==> config.mk <==
export PLATFORM = sky130hd
export DESIGN_NAME = retransmit_tracker_unit
export DESIGN_NICKNAME = d
export VERILOG_FILES = /design/src/rtl/rtt_pkg.sv /design/src/rtl/retransmit_tracker_unit.sv /design/src/rtl/rtt_datapath.sv /design/src/rtl/rtt_ctrl.sv
export SDC_FILE = /design/constraint.sdc
export NUM_CORES = 1
export LEC_CHECK = 0
export ABC_AREA = 0
export BUFFER_PORTS_ARGS = -buffer_cell sky130_fd_sc_hd__buf_2
export CAP_MARGIN = 5
export CELL_PAD_IN_SITES_DETAIL_PLACEMENT = 0
export CELL_PAD_IN_SITES_GLOBAL_PLACEMENT = 2
export CORE_UTILIZATION = 25
export CTS_CLUSTER_SIZE = 12
export DETAILED_ROUTE_END_ITERATION = 10
export GPL_ROUTABILITY_DRIVEN = 0
export GPL_TIMING_DRIVEN = 0
export PLACE_DENSITY = 0.43
export RECOVER_POWER = 50
export SYNTH_ARGS = -nofsm -noshare
export SYNTH_HDL_FRONTEND = slang
export SYNTH_SLANG_ARGS = --single-unit
==> constraint.sdc <==
create_clock -name clock -period 14.9 [get_ports clock]
set_input_delay 2.235 -clock clock [delete_from_list [all_inputs] [get_ports clock]]
set_output_delay 2.235 -clock clock [all_outputs]
set_load 0.1 [all_outputs]
==> src/rtl/rtt_pkg.sv <==
// Shared types and codes of the retransmit tracker.
// Used by rtt_ctrl, rtt_datapath and retransmit_tracker_unit; no dependencies.
`default_nettype none

package rtt_pkg;

   localparam int DEPTH_DEFAULT = 16;

   // Request modes, carried in req_tuser.
   localparam logic [1:0] MODE_ENQ   = 2'd0;
   localparam logic [1:0] MODE_ACK   = 2'd1;
   localparam logic [1:0] MODE_SCAN  = 2'd2;
   localparam logic [1:0] MODE_RSYNC = 2'd3;

   // Response kinds, carried in rsp_tuser.
   localparam logic [3:0] KIND_QUEUED    = 4'd0;
   localparam logic [3:0] KIND_FULL      = 4'd1;
   localparam logic [3:0] KIND_ACK_HIT   = 4'd2;
   localparam logic [3:0] KIND_ACK_MISS  = 4'd3;
   localparam logic [3:0] KIND_RESEND    = 4'd4;
   localparam logic [3:0] KIND_MISSED    = 4'd5;
   localparam logic [3:0] KIND_RS_START  = 4'd6;
   localparam logic [3:0] KIND_RS_BUSY   = 4'd7;
   localparam logic [3:0] KIND_RS_OK     = 4'd8;
   localparam logic [3:0] KIND_RS_FAIL   = 4'd9;

   // Source of the sequence number in a generated response.
   localparam logic [1:0] SEQ_SEL_ZERO  = 2'd0;
   localparam logic [1:0] SEQ_SEL_INPUT = 2'd1;
   localparam logic [1:0] SEQ_SEL_SLOT  = 2'd2;

   // Configuration register indexes.
   localparam logic REG_RETRY_LIMIT    = 1'b0;
   localparam logic REG_RETRY_INTERVAL = 1'b1;

   typedef struct packed {
      logic       load;        // capture the request beat, rewind the slot counter
      logic       idx_inc;     // step to the next slot
      logic       wr_enq;      // write a new entry into the current slot
      logic       wr_resend;   // bump retries and deadline of the current slot
      logic       clr_valid;   // free the current slot
      logic       gen;         // produce a response into the holding register
      logic [3:0] gen_kind;
      logic [1:0] gen_seq_sel;
      logic       gen_slot_idx; // report the current slot, else slot zero
      logic       push_last;   // move the held response out as the final one
      logic       out_inc;     // one more resync message outstanding
      logic       out_dec;     // one resync message finished
      logic       missed_bump;
      logic       rsync_start;
      logic       rsync_end;
   } cmd_type;

   typedef struct packed {
      logic [1:0] mode;
      logic       item_rs;     // the request's resync flag
      logic       slot_vld;
      logic       seq_match;
      logic       expired;
      logic       at_limit;
      logic       slot_rs;
      logic       idx_last;
      logic       held_vld;    // a response waits in the holding register
      logic       out_free;    // the output register can take a beat this cycle
      logic       run_active;
      logic       rs_done;     // finishing one resync entry completes the run
      logic       missed_nz;
   } status_type;

endpackage

`default_nettype wire

==> src/rtl/retransmit_tracker_unit.sv <==
// Top level of the retransmit tracker: joins the sequencer and the datapath.
// Depends on rtt_pkg, rtt_ctrl and rtt_datapath.
//
// Use: requests arrive as beats on the req_ channel, one at a time. Mode 0
// enqueues a sent message, mode 1 acks one, mode 2 scans for expired entries
// at time now, mode 3 starts a resync run. Each request yields zero or more
// response beats on the rsp_ channel, the final one flagged by rsp_tlast; a
// scan with nothing expired yields none.
// Timing: each request visits slots in order, reading each slot and then evaluating
// it, limited by the registered read of the entry memory. An enqueue or ack stops at
// the slot that settles it, and an ack of a resync entry adds the RSDONE step; a scan
// walks every slot and adds the RSDONE step per missed resync entry; a resync start
// goes straight to its response.
// The final beat becomes valid in the cycle the next request can be taken.
// When the receiver stalls and a second response is ready, the walk pauses
// until the output register frees; the final beat waits for it the same way.
// Reset empties all slots, clears the resync state and loads the retry limit
// with 3 and the retry interval with 2; no clearing pass is needed.
// Configuration writes on csr_ are taken in any cycle and should be made
// while no request is in flight.
`default_nettype none

module retransmit_tracker_unit
   import rtt_pkg::*;
#(
   parameter int QUEUE_DEPTH = DEPTH_DEFAULT
) (
   input  wire logic         clock,
   input  wire logic         reset,
   input  wire logic         req_tvalid,
   output logic              req_tready,
   input  wire logic [63:0]  req_tdata,   // seq [31:0], now [63:32]
   input  wire logic [2:0]   req_tuser,   // mode [1:0], resync flag [2]
   output logic              rsp_tvalid,
   input  wire logic         rsp_tready,
   output logic [39:0]       rsp_tdata,   // seq_out [31:0], slot [35:32], zeros above
   output logic [3:0]        rsp_tuser,   // kind [3:0]
   output logic              rsp_tlast,
   input  wire logic         csr_we,
   input  wire logic         csr_index,
   input  wire logic [15:0]  csr_wdata
);

   cmd_type    cmd;
   status_type status;

   rtt_ctrl u_ctrl (
      .clock      (clock),
      .reset      (reset),
      .req_tvalid (req_tvalid),
      .req_tready (req_tready),
      .req_mode   (req_tuser[1:0]),
      .status     (status),
      .cmd        (cmd)
   );

   rtt_datapath #(
      .QUEUE_DEPTH (QUEUE_DEPTH)
   ) u_datapath (
      .clock      (clock),
      .reset      (reset),
      .req_tdata  (req_tdata),
      .req_tuser  (req_tuser),
      .rsp_tready (rsp_tready),
      .rsp_tvalid (rsp_tvalid),
      .rsp_tdata  (rsp_tdata),
      .rsp_tuser  (rsp_tuser),
      .rsp_tlast  (rsp_tlast),
      .csr_we     (csr_we),
      .csr_index  (csr_index),
      .csr_wdata  (csr_wdata),
      .cmd        (cmd),
      .status     (status)
   );

endmodule

`default_nettype wire

==> src/rtl/rtt_datapath.sv <==
// Slot storage, counters, response holding and output registers of the tracker.
// Depends on rtt_pkg; driven by rtt_ctrl through cmd_type, reports status_type.
`default_nettype none

module rtt_datapath
   import rtt_pkg::*;
#(
   parameter int QUEUE_DEPTH = DEPTH_DEFAULT
) (
   input  wire logic         clock,
   input  wire logic         reset,
   input  wire logic [63:0]  req_tdata,
   input  wire logic [2:0]   req_tuser,
   input  wire logic         rsp_tready,
   output logic              rsp_tvalid,
   output logic [39:0]       rsp_tdata,
   output logic [3:0]        rsp_tuser,
   output logic              rsp_tlast,
   input  wire logic         csr_we,
   input  wire logic         csr_index,
   input  wire logic [15:0]  csr_wdata,
   input  wire cmd_type      cmd,
   output status_type        status
);

   localparam int IDX_W = $clog2(QUEUE_DEPTH);

   typedef struct packed {
      logic [31:0] seq;
      logic [3:0]  retries;
      logic [31:0] deadline;
      logic        rs;
   } entry_type;

   logic [3:0]  limit_ff, limit_in;
   logic [15:0] interval_ff, interval_in;

   logic [1:0]  mode_ff;
   logic [31:0] seq_ff;
   logic        rs_ff;
   logic [31:0] now_ff;

   logic [IDX_W-1:0] idx_ff, idx_in;
   logic [QUEUE_DEPTH-1:0] valid_ff, valid_in;

   entry_type mem [QUEUE_DEPTH];
   entry_type rd_ff;
   entry_type wr_entry;
   logic      wr_en;

   logic        run_active_ff, run_active_in;
   logic [4:0]  outst_ff, outst_in;
   logic [15:0] missed_ff, missed_in;

   logic        held_vld_ff, held_vld_in;
   logic [3:0]  held_kind_ff;
   logic [31:0] held_seq_ff;
   logic [3:0]  held_slot_ff;

   logic        out_vld_ff, out_vld_in;
   logic [3:0]  out_kind_ff;
   logic [31:0] out_seq_ff;
   logic [3:0]  out_slot_ff;
   logic        out_last_ff;

   logic [31:0] new_deadline;
   logic [31:0] gen_seq;
   logic        out_free;
   logic        out_load;

   // Configuration registers.
   always_comb begin
      limit_in    = limit_ff;
      interval_in = interval_ff;
      if (csr_we) begin
         case (csr_index)
            REG_RETRY_LIMIT:    limit_in    = csr_wdata[3:0];
            REG_RETRY_INTERVAL: interval_in = csr_wdata;
            default: ;
         endcase
      end
   end

   always_ff @(posedge clock) begin
      if (reset) begin
         limit_ff    <= 4'd3;
         interval_ff <= 16'd2;
      end else begin
         limit_ff    <= limit_in;
         interval_ff <= interval_in;
      end
   end

   // Request capture.
   always_ff @(posedge clock) begin
      if (cmd.load) begin
         mode_ff <= req_tuser[1:0];
         rs_ff   <= req_tuser[2];
         seq_ff  <= req_tdata[31:0];
         now_ff  <= req_tdata[63:32];
      end
   end

   // Slot counter and valid bits.
   always_comb begin
      idx_in = idx_ff;
      if (cmd.load) begin
         idx_in = '0;
      end else if (cmd.idx_inc) begin
         idx_in = idx_ff + 1'b1;
      end
      valid_in = valid_ff;
      if (cmd.wr_enq) begin
         valid_in[idx_ff] = 1'b1;
      end else if (cmd.clr_valid) begin
         valid_in[idx_ff] = 1'b0;
      end
   end

   always_ff @(posedge clock) begin
      if (reset) begin
         idx_ff   <= '0;
         valid_ff <= '0;
      end else begin
         idx_ff   <= idx_in;
         valid_ff <= valid_in;
      end
   end

   // Entry memory: one write port, one registered read at the slot counter.
   assign new_deadline = now_ff + {16'd0, interval_ff};

   always_comb begin
      wr_en    = cmd.wr_enq || cmd.wr_resend;
      wr_entry = rd_ff;
      if (cmd.wr_enq) begin
         wr_entry.seq      = seq_ff;
         wr_entry.retries  = 4'd0;
         wr_entry.deadline = new_deadline;
         wr_entry.rs       = rs_ff;
      end else begin
         wr_entry.retries  = rd_ff.retries + 4'd1;
         wr_entry.deadline = new_deadline;
      end
   end

   always_ff @(posedge clock) begin
      if (wr_en) begin
         mem[idx_ff] <= wr_entry;
      end
      rd_ff <= mem[idx_ff];
   end

   // Resync run bookkeeping.
   always_comb begin
      run_active_in = run_active_ff;
      outst_in      = outst_ff;
      missed_in     = missed_ff;
      if (cmd.rsync_start) begin
         run_active_in = 1'b1;
         outst_in      = 5'd0;
         missed_in     = 16'd0;
      end else begin
         if (cmd.rsync_end) begin
            run_active_in = 1'b0;
         end
         if (cmd.out_inc && outst_ff != 5'd31) begin
            outst_in = outst_ff + 5'd1;
         end else if (cmd.out_dec && outst_ff != 5'd0) begin
            outst_in = outst_ff - 5'd1;
         end
         if (cmd.missed_bump && missed_ff != 16'hFFFF) begin
            missed_in = missed_ff + 16'd1;
         end
      end
   end

   always_ff @(posedge clock) begin
      if (reset) begin
         run_active_ff <= 1'b0;
         outst_ff      <= 5'd0;
         missed_ff     <= 16'd0;
      end else begin
         run_active_ff <= run_active_in;
         outst_ff      <= outst_in;
         missed_ff     <= missed_in;
      end
   end

   // A response is held back one step so that the final one of an item can be
   // marked; the previous held response goes out when the next one arrives.
   assign out_free = !out_vld_ff || rsp_tready;
   assign out_load = (cmd.gen && held_vld_ff) || cmd.push_last;

   always_comb begin
      case (cmd.gen_seq_sel)
         SEQ_SEL_INPUT: gen_seq = seq_ff;
         SEQ_SEL_SLOT:  gen_seq = rd_ff.seq;
         default:       gen_seq = 32'd0;
      endcase
      held_vld_in = held_vld_ff;
      if (cmd.gen) begin
         held_vld_in = 1'b1;
      end else if (cmd.push_last) begin
         held_vld_in = 1'b0;
      end
      out_vld_in = out_vld_ff;
      if (out_load) begin
         out_vld_in = 1'b1;
      end else if (rsp_tready) begin
         out_vld_in = 1'b0;
      end
   end

   always_ff @(posedge clock) begin
      if (reset) begin
         held_vld_ff <= 1'b0;
         out_vld_ff  <= 1'b0;
      end else begin
         held_vld_ff <= held_vld_in;
         out_vld_ff  <= out_vld_in;
      end
   end

   always_ff @(posedge clock) begin
      if (cmd.gen) begin
         held_kind_ff <= cmd.gen_kind;
         held_seq_ff  <= gen_seq;
         held_slot_ff <= cmd.gen_slot_idx ? 4'(idx_ff) : 4'd0;
      end
      if (out_load) begin
         out_kind_ff <= held_kind_ff;
         out_seq_ff  <= held_seq_ff;
         out_slot_ff <= held_slot_ff;
         out_last_ff <= cmd.push_last;
      end
   end

   assign rsp_tvalid = out_vld_ff;
   assign rsp_tuser  = out_kind_ff;
   assign rsp_tdata  = {4'd0, out_slot_ff, out_seq_ff};
   assign rsp_tlast  = out_last_ff;

   always_comb begin
      status.mode       = mode_ff;
      status.item_rs    = rs_ff;
      status.slot_vld   = valid_ff[idx_ff];
      status.seq_match  = rd_ff.seq == seq_ff;
      status.expired    = rd_ff.deadline <= now_ff;
      status.at_limit   = rd_ff.retries >= limit_ff;
      status.slot_rs    = rd_ff.rs;
      status.idx_last   = idx_ff == IDX_W'(QUEUE_DEPTH - 1);
      status.held_vld   = held_vld_ff;
      status.out_free   = out_free;
      status.run_active = run_active_ff;
      status.rs_done    = run_active_ff && (outst_ff <= 5'd1);
      status.missed_nz  = missed_ff != 16'd0;
   end

endmodule

`default_nettype wire

==> src/rtl/rtt_ctrl.sv <==
// Sequencer of the tracker: walks the slots for each request and issues commands.
// Depends on rtt_pkg; steers rtt_datapath through cmd_type and status_type.
`default_nettype none

module rtt_ctrl
   import rtt_pkg::*;
(
   input  wire logic        clock,
   input  wire logic        reset,
   input  wire logic        req_tvalid,
   output logic             req_tready,
   input  wire logic [1:0]  req_mode,
   input  wire status_type  status,
   output cmd_type          cmd
);

   localparam logic [2:0] ST_IDLE   = 3'd0;
   localparam logic [2:0] ST_READ   = 3'd1;
   localparam logic [2:0] ST_EVAL   = 3'd2;
   localparam logic [2:0] ST_RSDONE = 3'd3;
   localparam logic [2:0] ST_RSYNC  = 3'd4;
   localparam logic [2:0] ST_FLUSH  = 3'd5;

   logic [2:0] state_ff, state_in;
   logic [2:0] state_go;
   cmd_type    raw;
   logic       stall;

   assign req_tready = state_ff == ST_IDLE;

   always_comb begin
      raw      = '0;
      state_go = state_ff;
      case (state_ff)
         ST_IDLE: begin
            if (req_tvalid) begin
               raw.load = 1'b1;
               state_go = (req_mode == MODE_RSYNC) ? ST_RSYNC : ST_READ;
            end
         end
         ST_READ: begin
            state_go = ST_EVAL;
         end
         ST_EVAL: begin
            case (status.mode)
               MODE_ENQ: begin
                  if (!status.slot_vld) begin
                     raw.gen          = 1'b1;
                     raw.gen_kind     = KIND_QUEUED;
                     raw.gen_seq_sel  = SEQ_SEL_INPUT;
                     raw.gen_slot_idx = 1'b1;
                     raw.wr_enq       = 1'b1;
                     raw.out_inc      = status.item_rs;
                     state_go         = ST_FLUSH;
                  end else if (status.idx_last) begin
                     raw.gen         = 1'b1;
                     raw.gen_kind    = KIND_FULL;
                     raw.gen_seq_sel = SEQ_SEL_INPUT;
                     raw.missed_bump = status.item_rs;
                     state_go        = ST_FLUSH;
                  end else begin
                     raw.idx_inc = 1'b1;
                     state_go    = ST_READ;
                  end
               end
               MODE_ACK: begin
                  if (status.slot_vld && status.seq_match) begin
                     raw.gen          = 1'b1;
                     raw.gen_kind     = KIND_ACK_HIT;
                     raw.gen_seq_sel  = SEQ_SEL_INPUT;
                     raw.gen_slot_idx = 1'b1;
                     raw.clr_valid    = 1'b1;
                     state_go         = status.slot_rs ? ST_RSDONE : ST_FLUSH;
                  end else if (status.idx_last) begin
                     raw.gen         = 1'b1;
                     raw.gen_kind    = KIND_ACK_MISS;
                     raw.gen_seq_sel = SEQ_SEL_INPUT;
                     state_go        = ST_FLUSH;
                  end else begin
                     raw.idx_inc = 1'b1;
                     state_go    = ST_READ;
                  end
               end
               default: begin
                  // Scan: only the resync start mode never reaches this state.
                  if (status.slot_vld && status.expired) begin
                     raw.gen          = 1'b1;
                     raw.gen_seq_sel  = SEQ_SEL_SLOT;
                     raw.gen_slot_idx = 1'b1;
                     if (status.at_limit) begin
                        raw.gen_kind  = KIND_MISSED;
                        raw.clr_valid = 1'b1;
                     end else begin
                        raw.gen_kind  = KIND_RESEND;
                        raw.wr_resend = 1'b1;
                     end
                  end
                  if (status.slot_vld && status.expired && status.at_limit
                      && status.slot_rs) begin
                     raw.missed_bump = 1'b1;
                     state_go        = ST_RSDONE;
                  end else if (status.idx_last) begin
                     state_go = ST_FLUSH;
                  end else begin
                     raw.idx_inc = 1'b1;
                     state_go    = ST_READ;
                  end
               end
            endcase
         end
         ST_RSDONE: begin
            raw.out_dec = 1'b1;
            if (status.rs_done) begin
               raw.gen         = 1'b1;
               raw.gen_kind    = status.missed_nz ? KIND_RS_FAIL : KIND_RS_OK;
               raw.gen_seq_sel = SEQ_SEL_ZERO;
               raw.rsync_end   = 1'b1;
            end
            if (status.mode == MODE_SCAN && !status.idx_last) begin
               raw.idx_inc = 1'b1;
               state_go    = ST_READ;
            end else begin
               state_go = ST_FLUSH;
            end
         end
         ST_RSYNC: begin
            raw.gen         = 1'b1;
            raw.gen_seq_sel = SEQ_SEL_ZERO;
            if (status.run_active) begin
               raw.gen_kind = KIND_RS_BUSY;
            end else begin
               raw.gen_kind    = KIND_RS_START;
               raw.rsync_start = 1'b1;
            end
            state_go = ST_FLUSH;
         end
         ST_FLUSH: begin
            if (!status.held_vld) begin
               state_go = ST_IDLE;
            end else if (status.out_free) begin
               raw.push_last = 1'b1;
               state_go      = ST_IDLE;
            end
         end
         default: begin
            state_go = ST_IDLE;
         end
      endcase
   end

   // A new response displaces the held one, which needs room at the output.
   assign stall = raw.gen && status.held_vld && !status.out_free;

   always_comb begin
      if (stall) begin
         cmd      = '0;
         state_in = state_ff;
      end else begin
         cmd      = raw;
         state_in = state_go;
      end
   end

   always_ff @(posedge clock) begin
      if (reset) begin
         state_ff <= ST_IDLE;
      end else begin
         state_ff <= state_in;
      end
   end

endmodule

`default_nettype wire

==> results.yml <==
floorplanning:
  ios: 136
  start_util: 0.252
  die_height_um: 468
  dieWidth_um: 468
  core_um2: 215000
  die-area_um2: 219000
  fp-row-count: 170
clock_tree:
  cts_tree: "done"
  ctsResizeCount: 0
  numCtsBuffers: 165
  cts-root-buf: "clkbuf_16"
  clk_transition_reported_paths_ns: 0.06
  ctsHoldBuffers: 0
  clk_latency_ns: 0.82
  cts.htree.levels: 4
  cts_post_setup_buffers_inserted: 0
  clock_sinks: 1388
  clock_path_buffers: 3
job:
  drv_cap: 5
synth:
  synth-edff-count: 1252
  ys_ff_latch: 1388
  synthTopCellsByArea: "edfxtp_1 69%, mux4_2 14%, dfxtp_1 5.0%, ha_1 1.5%, nand2_1 1.5%"
  syn_area_per_cell_um2: 19.5
  synthFlopType: "edfxtp_1"
  synthXorXnorAreaFrac: 0.0100
  syn_area_um2: 54200
  yosysSeqAreaShare: 0.744
  synth_cells: 2783
  synth_warnings: 0
  synth-async-reset-ratio: 0
  yosys-top-cells-count: "1252 x edfxtp_1, 348 x mux4_2, 214 x nand2_1"
  synth_top_family_by_area: "multiplexers"
  synthMuxAreaShare: 0.147
  synth.most_common_cell: "edfxtp_1"
  synth-compound-area-share: 0.0282
  synth-simple-area-share: 0.0412
  yosysUniqueCellTypes: 70
  synth_top_cell_by_area: "edfxtp_1"
  synth_top_cell_area_share: 0.694
  synth_fa_ha_area_frac: 0.0156
sta:
  period_minus_slack_ns: 7.58
  finalCritPeriodShare: 0.508
  setup_viol: 0
  timing.slew.headroom: -1.19
  rsz0062_at_grt: "no"
  setup_slack_ns: 7.32
  slew_viol_final: 134
  fin_worst_skew_ns: 0.0351
  hold_violations: 0
  worstMarginPinSlew_ns: 3.28
  fmax_mhz: 132
detailed_routing:
  num_vias: 28180
  routed_via_density: 4.57
  drt_pass1_iterations: 5
  drt_drc_violations_left: 0
  drt_iter0_markers: 2086
  drt_wl_total_um: 171000
  wl_per_cell_um: 27.7
  antenna_left: 0
setup_path:
  cp.arrival_ns: 8.06
  crit_type: "register to register"
  start_kind: "register"
  end_kind: "register"
  required_ns: 15.39
  crit_fanout: 16
placement:
  hpwl_um: 114000
  place_ws_ns: 7.65
  port_buffers: 130
cells_and_area:
  fillers: 20837
  area_delta_synth_final_pct: 21.1
  drive_gt1_frac: 0.242
  multi_input_area_um2: 13200
  final_util: 0.305
  regArea_um2: 40300
  final_nets: 3338
grt:
  grt_pass1_wl_um: 239000
  grt_start_max_net_pins: 38
  grt_pass1_vias: 30195
  gr-total-overflow: 0
  grt.total_usage: 0.157
  antenna_found_initial: 4
power_and_ir_drop:
  vdd_drop_max_uv: 88.0
  leakagePower_uw: 0.0203
  p_per_area_nw_per_um2: 137
status:
  violations: "max-capacitance violations, max-slew violations"
  status: "finished with violations"
min_path:
  hp-class: "register to register"
logic make-up (layout without fill, tap and decap cells):
logic type,Yosys count,in the layout
compound gates,225,225
simple gates,491,491
fa+ha+maj,67,67
xor+xnor,62,62
other cells,1,7
mux,360,360
flops,1388,1388
buf+inv,189,726
stage by stage:
step | hold slack, ns | instance area [um2] | power (uW) | instances | setup TNS [ns]
final | 0.418 | 65600 | 9020 | 6164 | 0
after global routing | 0.428 | 65600 | 9350 | 6163 | 0
after CTS | 0.419 | 65700 | 9180 | 6149 | 0
after detailed placement | 0.410 | 60300 | 5100 | 5841 | 0
after global placement | 0.412 | 58400 | 5070 | 5754 | -56.42
after floorplan | 0.400 | 54200 | 4840 | 2786 | 0
routing by layer:
metal	GRT usage	vias up	wire length [um]
met2	0.263	609	84300
met5	0	-	0
met3	0.0221	199	5820
li1	-	12158	-
met4	0.0379	0	3090
met1	0.213	15214	77600
final timing paths:
| check | to | from | cells past startpoint | slack (ns) |
|---|---|---|---|---|
| worst max-delay path | u_datapath.mem[4][28] | u_datapath.now_ff[16] | 15 | 7.32 |
| worst min-delay path | u_datapath.rsp_tuser[3] | u_datapath.held_kind_ff[3] | 0 | 0.42 |
| worst max register to register | u_datapath.mem[4][28] | u_datapath.now_ff[16] | 15 | 7.32 |
| worst min register to register | u_datapath.rsp_tuser[3] | u_datapath.held_kind_ff[3] | 0 | 0.42 |
worst max-delay path: stages (launching register included):
cell and delay, ns:
edfxtp_1 0.32, clkbuf_1 0.79, inv_1 0.27, ha_1 0.27, a21oi_1 0.11, o21ai_0 0.16
a211oi_1 1.17, a21oi_1 0.55, nor2_1 0.44, nand2_1 0.36, o21a_1 0.53, clkbuf_1 0.66
nor2_4 0.83, buf_12 0.28, buf_12 0.21, buf_12 0.22
cell usage in the layout (no fill, tap or decap), types with 17 or more instances in the layout:
master / Yosys / final
edfxtp_1: 1252 / 1252
mux4_2: 348 / 348
nand2_1: 214 / 214
clkbuf_1: 87 / 197
clkbuf_16: 0 / 171
dfxtp_1: 136 / 136
nor2_1: 108 / 92
buf_2: 7 / 85
ha_1: 66 / 66
inv_1: 58 / 59
buf_12: 0 / 57
a21oi_1: 53 / 53
clkinv_2: 0 / 38
xor2_1: 36 / 36
a22oi_1: 33 / 33
nand3_1: 28 / 28
o21ai_0: 24 / 27
nor3_1: 26 / 26
xnor2_1: 26 / 26
nor4_1: 26 / 24
clkinv_1: 0 / 24
nand4_1: 22 / 22
a31oi_1: 22 / 22
buf_1: 31 / 17
where the power goes:
part / switching, uW / internal, uW
sequential: 51.1 / 4400
clock: 1640 / 2370
combinational: 377 / 173
total: 2070 / 6940
flip-flops by register name, summed over array words and instances (netlist names), 5 cells and up, named ones only:
signal and count:
u_datapath.missed_ff 16, u_datapath.seq_ff 32, u_datapath.out_seq_ff 32, u_datapath.interval_ff 16, u_datapath.held_seq_ff 32, u_datapath.now_ff 32, u_datapath.rd_ff 68, u_datapath.mem 1104
u_datapath.outst_ff 5
cell type report:
class / instances / share of cell area
timing repair buffer: 229 / 0.0360
tap: 2838 / 0.0541
sequential: 1388 / 0.614
multi-input combinational: 1209 / 0.202
inverter: 59 / 0.00338
clock inverter: 91 / 0.0124
buffer: 130 / 0.00793
antenna: 3 / 0.000114
clock buffer: 217 / 0.0698
(Power assumes the default switching activity.)
